==> src/hcf_pkg.sv <==
// Shared types and constants for the host command framer and read chunker.
`timescale 1ns / 1ps
`default_nettype none
package hcf_pkg;

	localparam int unsigned CNT_W = 5;

	localparam logic [7:0] CHR_R = 8'h72;
	localparam logic [7:0] CHR_D = 8'h64;
	localparam logic [7:0] CHR_G = 8'h67;
	localparam logic [7:0] CHR_W = 8'h77;
	localparam logic [7:0] CHR_T = 8'h74;

	localparam logic [7:0]  RESET_DEVICE  = 8'h33;
	localparam logic [15:0] RESET_ADDRESS = 16'h2000;

	typedef enum logic [1:0] {
		ACT_NONE  = 2'd0,
		ACT_WRITE = 2'd1,
		ACT_CHUNK = 2'd2,
		ACT_DONE  = 2'd3
	} action_t;

	typedef enum logic {
		OP_BYTE    = 1'b0,
		OP_ADVANCE = 1'b1
	} opcode_t;

	typedef struct packed {
		logic        is_read;
		logic        is_write;
		logic [7:0]  dev;
		logic [15:0] addr;
		logic [15:0] val;
	} frame_t;

	typedef struct packed {
		action_t     action;
		logic [7:0]  dev;
		logic [15:0] addr;
		logic [15:0] val;
		logic        drop;
	} result_t;

endpackage
`default_nettype wire

==> src/hcf_window.sv <==
// Eight-byte host window, resync count and command match.
`timescale 1ns / 1ps
`default_nettype none
module hcf_window
	import hcf_pkg::*;
#(
	parameter int unsigned WINDOW_SPAN = 30
) (
	input  wire logic       clk,
	input  wire logic       arst_n,
	input  wire logic       byte_fire,
	input  wire logic [7:0] host_byte,
	output frame_t          frame
);

	logic [7:0]       win_q [8];
	logic [7:0]       nxt   [8];
	logic [CNT_W-1:0] cnt_q;
	logic [CNT_W-1:0] cnt_inc;
	logic             hit;

	always_comb begin
		for (int i = 0; i < 7; i++) begin
			nxt[i] = win_q[i+1];
		end
		nxt[7] = host_byte;
	end

	assign cnt_inc = cnt_q + CNT_W'(1);

	always_comb begin
		frame.is_read  = (cnt_inc >= CNT_W'(8)) && nxt[5] == CHR_R && nxt[6] == CHR_D
			&& nxt[7] == CHR_G;
		frame.is_write = (cnt_inc >= CNT_W'(8)) && nxt[5] == CHR_W && nxt[6] == CHR_R
			&& nxt[7] == CHR_T;
		frame.dev      = nxt[0];
		frame.addr     = {nxt[1], nxt[2]};
		frame.val      = {nxt[3], nxt[4]};
	end

	assign hit = frame.is_read || frame.is_write;

	always_ff @(posedge clk or negedge arst_n) begin
		if (!arst_n) begin
			for (int i = 0; i < 8; i++) begin
				win_q[i] <= 8'd0;
			end
			cnt_q <= '0;
		end else if (byte_fire) begin
			for (int i = 0; i < 8; i++) begin
				win_q[i] <= nxt[i];
			end
			if (hit || cnt_inc >= CNT_W'(WINDOW_SPAN)) begin
				cnt_q <= '0;
			end else begin
				cnt_q <= cnt_inc;
			end
		end
	end

`ifndef SYNTHESIS
	a_match_resync: assert property (@(posedge clk) disable iff (!arst_n)
		byte_fire && hit |=> cnt_q == '0)
		else $error("count not cleared after command match");
`endif

endmodule
`default_nettype wire

==> src/hcf_chunker.sv <==
// Read state, chunk splitting and result selection.
`timescale 1ns / 1ps
`default_nettype none
module hcf_chunker
	import hcf_pkg::*;
#(
	parameter int unsigned CHUNK_BYTES = 64
) (
	input  wire logic     clk,
	input  wire logic     arst_n,
	input  wire logic     fire,
	input  wire opcode_t  opcode,
	input  wire frame_t   frame,
	output logic          pending,
	output logic          res_valid,
	output result_t       res
);

	localparam logic [15:0] CHUNK = 16'(CHUNK_BYTES);

	logic        pend_q;
	logic [7:0]  dev_q;
	logic [15:0] addr_q;
	logic [15:0] rem_q;

	logic        pend_d;
	logic [7:0]  dev_d;
	logic [15:0] addr_d;
	logic [15:0] rem_d;

	logic [15:0] len_cur;
	logic [15:0] rem_adv;
	logic [15:0] addr_adv;
	logic [15:0] len_adv;
	logic [15:0] len_cmd;

	assign pending  = pend_q;
	assign len_cur  = (rem_q > CHUNK) ? CHUNK : rem_q;
	assign rem_adv  = rem_q - len_cur;
	assign addr_adv = addr_q + {1'b0, len_cur[15:1]};
	assign len_adv  = (rem_adv > CHUNK) ? CHUNK : rem_adv;
	assign len_cmd  = (frame.val > CHUNK) ? CHUNK : frame.val;

	always_comb begin
		pend_d    = pend_q;
		dev_d     = dev_q;
		addr_d    = addr_q;
		rem_d     = rem_q;
		res_valid = 1'b0;
		res       = '{action: ACT_NONE, dev: dev_q, addr: addr_q, val: rem_q, drop: 1'b0};
		if (opcode == OP_ADVANCE) begin
			if (pend_q) begin
				res_valid = 1'b1;
				rem_d     = rem_adv;
				addr_d    = addr_adv;
				res.addr  = addr_adv;
				if (rem_adv == 16'd0) begin
					pend_d     = 1'b0;
					res.action = ACT_DONE;
					res.val    = 16'd0;
				end else begin
					res.action = ACT_CHUNK;
					res.val    = len_adv;
				end
			end
		end else if (pend_q) begin
			res_valid = 1'b1;
			res.drop  = 1'b1;
		end else if (frame.is_write) begin
			res_valid = 1'b1;
			res       = '{action: ACT_WRITE, dev: frame.dev, addr: frame.addr,
				val: frame.val, drop: 1'b0};
		end else if (frame.is_read) begin
			res_valid = 1'b1;
			dev_d     = frame.dev;
			addr_d    = frame.addr;
			rem_d     = frame.val;
			if (frame.val == 16'd0) begin
				res = '{action: ACT_DONE, dev: frame.dev, addr: frame.addr,
					val: 16'd0, drop: 1'b0};
			end else begin
				pend_d = 1'b1;
				res    = '{action: ACT_CHUNK, dev: frame.dev, addr: frame.addr,
					val: len_cmd, drop: 1'b0};
			end
		end
	end

	always_ff @(posedge clk or negedge arst_n) begin
		if (!arst_n) begin
			pend_q <= 1'b0;
			dev_q  <= RESET_DEVICE;
			addr_q <= RESET_ADDRESS;
			rem_q  <= 16'd0;
		end else if (fire) begin
			pend_q <= pend_d;
			dev_q  <= dev_d;
			addr_q <= addr_d;
			rem_q  <= rem_d;
		end
	end

`ifndef SYNTHESIS
	a_pend_has_bytes: assert property (@(posedge clk) disable iff (!arst_n)
		pend_q |-> rem_q != 16'd0)
		else $error("read pending with nothing remaining");

	a_chunk_len: assert property (@(posedge clk) disable iff (!arst_n)
		res_valid && res.action == ACT_CHUNK |-> res.val != 16'd0 && res.val <= CHUNK)
		else $error("chunk length out of range");
`endif

endmodule
`default_nettype wire

==> src/host_command_framer_read_chunker.sv <==
// Top level: input register, framer, chunker and result register.
//
//  channel | signals                                              | dir
//  in      | in_valid, in_ready, opcode, host_byte                | to block
//  out     | out_valid, out_ready, action, device_address,        | from block
//          | register_address, value_or_length, dropped_byte      |
//
// One word per cycle while the result register is empty or being drained: a
// word waits in the input register, and its result, if any, is registered in
// the result register when the word moves on.
// The input register moves on whenever the result register is empty or is
// being drained, so a stalled sink holds one result and one pending word.
// Reset is asynchronous; window clears, read device 0x33, address 0x2000.
`timescale 1ns / 1ps
`default_nettype none
module host_command_framer_read_chunker
	import hcf_pkg::*;
#(
	parameter int unsigned CHUNK_BYTES = 64,
	parameter int unsigned WINDOW_SPAN = 30
) (
	input  wire logic        clk,
	input  wire logic        arst_n,
	input  wire logic        in_valid,
	output logic             in_ready,
	input  wire logic        opcode,
	input  wire logic [7:0]  host_byte,
	output logic             out_valid,
	input  wire logic        out_ready,
	output logic [1:0]       action,
	output logic [7:0]       device_address,
	output logic [15:0]      register_address,
	output logic [15:0]      value_or_length,
	output logic             dropped_byte
);

	logic       valid_s1;
	opcode_t    opcode_s1;
	logic [7:0] byte_s1;
	logic       fire;
	logic       pending;
	logic       byte_fire;
	logic       res_valid;
	frame_t     frame;
	result_t    res;
	logic       out_valid_q;
	result_t    out_q;

	assign fire      = valid_s1 && (!out_valid_q || out_ready);
	assign in_ready  = !valid_s1 || fire;
	assign byte_fire = fire && opcode_s1 == OP_BYTE && !pending;

	always_ff @(posedge clk or negedge arst_n) begin
		if (!arst_n) begin
			valid_s1 <= 1'b0;
		end else if (in_ready) begin
			valid_s1 <= in_valid;
		end
	end

	always_ff @(posedge clk) begin
		if (in_valid && in_ready) begin
			opcode_s1 <= opcode_t'(opcode);
			byte_s1   <= host_byte;
		end
	end

	hcf_window #(
		.WINDOW_SPAN(WINDOW_SPAN)
	) u_window (
		.clk      (clk),
		.arst_n   (arst_n),
		.byte_fire(byte_fire),
		.host_byte(byte_s1),
		.frame    (frame)
	);

	hcf_chunker #(
		.CHUNK_BYTES(CHUNK_BYTES)
	) u_chunker (
		.clk      (clk),
		.arst_n   (arst_n),
		.fire     (fire),
		.opcode   (opcode_s1),
		.frame    (frame),
		.pending  (pending),
		.res_valid(res_valid),
		.res      (res)
	);

	always_ff @(posedge clk or negedge arst_n) begin
		if (!arst_n) begin
			out_valid_q <= 1'b0;
		end else if (!out_valid_q || out_ready) begin
			out_valid_q <= fire && res_valid;
		end
	end

	always_ff @(posedge clk) begin
		if (fire && res_valid) begin
			out_q <= res;
		end
	end

	assign out_valid        = out_valid_q;
	assign action           = out_q.action;
	assign device_address   = out_q.dev;
	assign register_address = out_q.addr;
	assign value_or_length  = out_q.val;
	assign dropped_byte     = out_q.drop;

`ifndef SYNTHESIS
	a_result_lands: assert property (@(posedge clk) disable iff (!arst_n)
		fire && res_valid |=> out_valid_q)
		else $error("result lost on its way to the output register");
`endif

endmodule
`default_nettype wire
==> config.mk <==
export PLATFORM = sky130hd
export DESIGN_NAME = host_command_framer_read_chunker
export DESIGN_NICKNAME = d
export VERILOG_FILES = /design/src/hcf_pkg.sv /design/src/hcf_window.sv /design/src/hcf_chunker.sv /design/src/host_command_framer_read_chunker.sv
export SDC_FILE = /design/constraint.sdc
export NUM_CORES = 1
export LEC_CHECK = 0
export ABC_AREA = 0
export BUFFER_PORTS_ARGS = -buffer_cell sky130_fd_sc_hd__buf_4
export CAP_MARGIN = 20
export CORE_MARGIN = 4
export CORE_UTILIZATION = 30
export CTS_CLUSTER_SIZE = 16
export DETAILED_ROUTE_END_ITERATION = 7
export PLACE_DENSITY = 0.42
export SETUP_SLACK_MARGIN = 0.2
export SLEW_MARGIN = 20
export SYNTH_ARGS = -nofsm -noshare
export SYNTH_HDL_FRONTEND = slang
export SYNTH_SLANG_ARGS = --single-unit
==> constraint.sdc <==
create_clock -name clk -period 8.5 [get_ports clk]
set_clock_uncertainty 0.1 [all_clocks]
set_input_delay 1.275 -clock clk [delete_from_list [all_inputs] [get_ports clk]]
set_output_delay 1.275 -clock clk [all_outputs]
set_load 0.01 [all_outputs]
==> impl_results.md <==
- Status: complete, no violations
- WHS Path Cells: 2
- Share of cells above drive strength 1: 0.151
- Via count of the first global-routing pass: 6601
- Clock transition at path regs: 0.07 ns
- Final Instance Count excl. Fillers: 1324
- 1st-pass router iterations: 5
- Hold Violations, Final: 0
- Die W: 176 µm
- #FFs+latches synth: 156
- Final WS setup: 4.33 ns
- Reg power frac: 0.496
- # resized after CTS: 0
- Die Footprint: 30900 µm²
- CP arrival: 4.25 ns
- Element type at the critical path start: register
- Clock H-tree levels: 4
- Hold crit path type: register to register
- Drt drc: 0
- Post-synth EDFFs: 52
- Avg Vias per Cell: 5.12
- GR Util All Layers: 0.168
- Post-synthesis async set-or-reset flop share: 0.667
- Via count: 6779
- CP Capture Type: register
- Setup TNS: 0 ns
- Min Tclk post-route: 4.17 ns
- Seq/Total Area, Yosys: 0.494
- Num CTS Buffers: 17
- Largest net degree at the start of global routing: 73
- Largest stage delay on the critical path: 0.61 ns
- P&R area growth vs syn: 17.1%
- Final setup violation count: 0
- CTS Root Cell: clkbuf_16
- Max FO, Critical Path: 8
- Global-route wire length before repair: 40300 µm
- Cells after synthesis: 883
- Cts-stage hold buffer count: 0
- Initial Util: 0.304
- Ports: 58
- Pwr Density: 198 nW/µm²
- Part of the power in combinational logic: 0.100
- Drt initial violations: 595
- Achievable Freq: 240 MHz
- Slew HR: 0.250
- Setup CP Type: register to register
- CP max-delay cell: a2111oi_1
- Routability Congestion: 0.874
- DPL Wire Length: 17400 µm
- CTS Buffer Depth: 2
- Peak VDD IR: 0.0936 mV
- Synth Flop Type: dfrtp_1
- Int Pwr: 1.37 mW
- Die span in y: 176 µm
- Synthesized area: 8440 µm²
- Post-DR wirelength/cell: 19.2 µm
- Switching Share: 0.302
- Max-cap check violation count: 0
- Setup bufs post-CTS: 0
- Synthesis Warnings: 0
- Antenna violations before repair: 0
- FP Rows: 61
- Post-Syn Area per Cell: 9.56 µm²
- Final nets: 965
- Slew Viols, Final: 0
- CTS tree: built
- NetSw: 0.591 mW
- Crit-path cells: nor4_2 -> nand3_1 -> nor2_1 -> nand2_1 -> inv_1 -> ha_1 -> a211oi_1 -> o21ai_0 -> a2111oi_1 -> o31ai_1 -> a211o_1 -> o211a_1
- Yosys cell types: 86
- GRT overflow: 0
- Leakage: 4.29 nW
- Clock Power Share: 0.405
- Number of buffers added on ports: 57
- Skew-Pair Late Insertion Delay: 0.43 ns
- Final period utilization: 0.490
- Unrepaired setup endpoints after global routing: false
- Fin Hold WS: 0.352 ns
- DP Cell Count: 1292
- Fill cells: 2922
- Clock net sink count: 156
- Worst path required time: 8.58 ns
- Dpl ws: 4.36 ns
- Post-Route WL: 25400 µm
- Ant diodes: 0
- ANT nets after route: 0
- Core Footprint: 27800 µm²
- Actual slew at the worst max-slew pin: 1.12 ns
- Worst Reg-to-Reg Cells: 12
[registers in the layout, indices dropped and copies added (netlist names)]
name and count:
u_chunker.addr_q 16, u_window.cnt_q 5, valid_s1 1, action 2, device_address 8, u_window.nxt 16, u_chunker.rem_q 16, u_window.frame 40
u_chunker.pending 1, byte_s1 8, out_valid 1, value_or_length 16, u_chunker.dev_q 8, dropped_byte 1, register_address 16, opcode_s1 1
[placed cells by master, fill, tap and decap left out, types with 8 or more instances in the layout]
cell and instances:
a211oi_1 14, a21o_1 8, a21oi_1 45, a22o_1 11
a22oi_1 10, a31oi_1 15, buf_4 65, clkbuf_16 17
conb_1 10, dfrtp_1 99, edfxtp_1 52, ha_1 18
inv_1 16, mux2_2 12, mux2i_1 20, nand2_1 234
nand3_1 17, nor2_1 37, nor2b_1 15, nor3_1 15
o21a_1 8, o21ai_0 19, o31ai_1 11, or3_1 8
or4_1 8
[synthesized netlist by cell type, types with 6 or more instances]
| cell | number | share of area |
|---|---|---|
| nor3_1 | 17 | 0.010 |
| a31oi_1 | 15 | 0.011 |
| o21ai_1 | 7 | 0.0041 |
| nor2b_1 | 15 | 0.011 |
| a21oi_1 | 45 | 0.027 |
| inv_1 | 16 | 0.0071 |
| and2_1 | 7 | 0.0052 |
| nand2_1 | 235 | 0.10 |
| mux2i_1 | 20 | 0.024 |
| a22o_1 | 11 | 0.011 |
| o22ai_1 | 7 | 0.0052 |
| o21a_1 | 8 | 0.0071 |
| nand2b_1 | 6 | 0.0044 |
| nand4_1 | 7 | 0.0052 |
| nand3_1 | 17 | 0.010 |
| dfrtp_1 | 99 | 0.29 |
| a21o_1 | 8 | 0.0071 |
| a22oi_1 | 10 | 0.0089 |
| o31ai_1 | 11 | 0.0098 |
| ha_1 | 18 | 0.027 |
| nor2_1 | 38 | 0.017 |
| mux2_2 | 12 | 0.016 |
| clkbuf_1 | 32 | 0.014 |
| or3_1 | 8 | 0.0059 |
| or4_1 | 8 | 0.0071 |
| o21ai_0 | 19 | 0.011 |
| edfxtp_1 | 52 | 0.18 |
| nand4b_1 | 7 | 0.0073 |
| a211oi_1 | 14 | 0.012 |
[cell families after synthesis]
logic type | after synthesis | share of synthesized area
buffers and inverters | 60 | 0.0296
AOI/OAI and AO/OA | 203 | 0.170
xor gates and xnor gates | 9 | 0.00934
adders and majority gates | 19 | 0.0291
other | 2 | 0.000890
DFF | 156 | 0.494
muxes | 33 | 0.0415
and+or+nand+nor | 401 | 0.226
[power by group through the flow]
stage	clock network (mW)	logic [mW]	registers [mW]
after floorplan	0	0.149	0.924
after global placement	0	0.195	0.989
after detailed placement	0	0.197	0.989
after CTS	0.816	0.198	0.974
after global routing	0.852	0.230	0.985
final	0.794	0.195	0.972
[final timing paths]
kind / slack (ns) / to / startpoint
setup / recovery: 4.33 / register_address[15]$_DFFE_PP_ / u_chunker.rem_q[12]$_DFFE_PN0P_
min in group asynchronous: 0.70 / u_window.frame[27]$_DFFE_PN0P_ / arst_n
hold reg to reg: 0.35 / u_chunker.dev_q[5]$_DFFE_PN1P_ / u_chunker.dev_q[5]$_DFFE_PN1P_
setup reg to reg: 4.33 / register_address[15]$_DFFE_PP_ / u_chunker.rem_q[12]$_DFFE_PN0P_
max in group asynchronous: 6.50 / u_chunker.rem_q[14]$_DFFE_PN0P_ / arst_n
hold / removal: 0.35 / u_chunker.dev_q[5]$_DFFE_PN1P_ / u_chunker.dev_q[5]$_DFFE_PN1P_
[layer usage]
metal	track usage	vias up	wire [µm]
met2	0.256	161	11300
met3	0.0295	19	1070
met5	0	-	0
li1	-	3301	-
met4	0.0413	0	356
met1	0.249	3298	12700
[critical path, delay by kind of cell (launching register included)]
kind	cells	cell delay, ns
AOI/OAI and AO/OA	6	1.86
and+or+nand+nor	4	1.17
DFF	1	0.46
adders and majority gates	1	0.23
buffers and inverters	1	0.08
[stage by stage]
step	util	total power, mW	cell area (µm²)
after floorplan	-	1.07	8470
after global placement	0.334	1.18	9280
after detailed placement	0.334	1.19	9280
after CTS	0.356	1.99	9880
after global routing	0.356	2.07	9880
final	0.356	1.96	9880
[cell type report]
| cell class | count | area [µm²] | area share |
|---|---|---|---|
| tap | 378 | 473 | 0.0479 |
| clock inverter | 15 | 175 | 0.0177 |
| clock buffer | 17 | 425 | 0.0430 |
| multi-input combinational | 675 | 4080 | 0.412 |
| sequential | 156 | 4170 | 0.422 |
| timing repair buffer | 66 | 499 | 0.0505 |
| inverter | 17 | 63.8 | 0.00646 |
No activity file was read; power rests on OpenSTA's default activity.
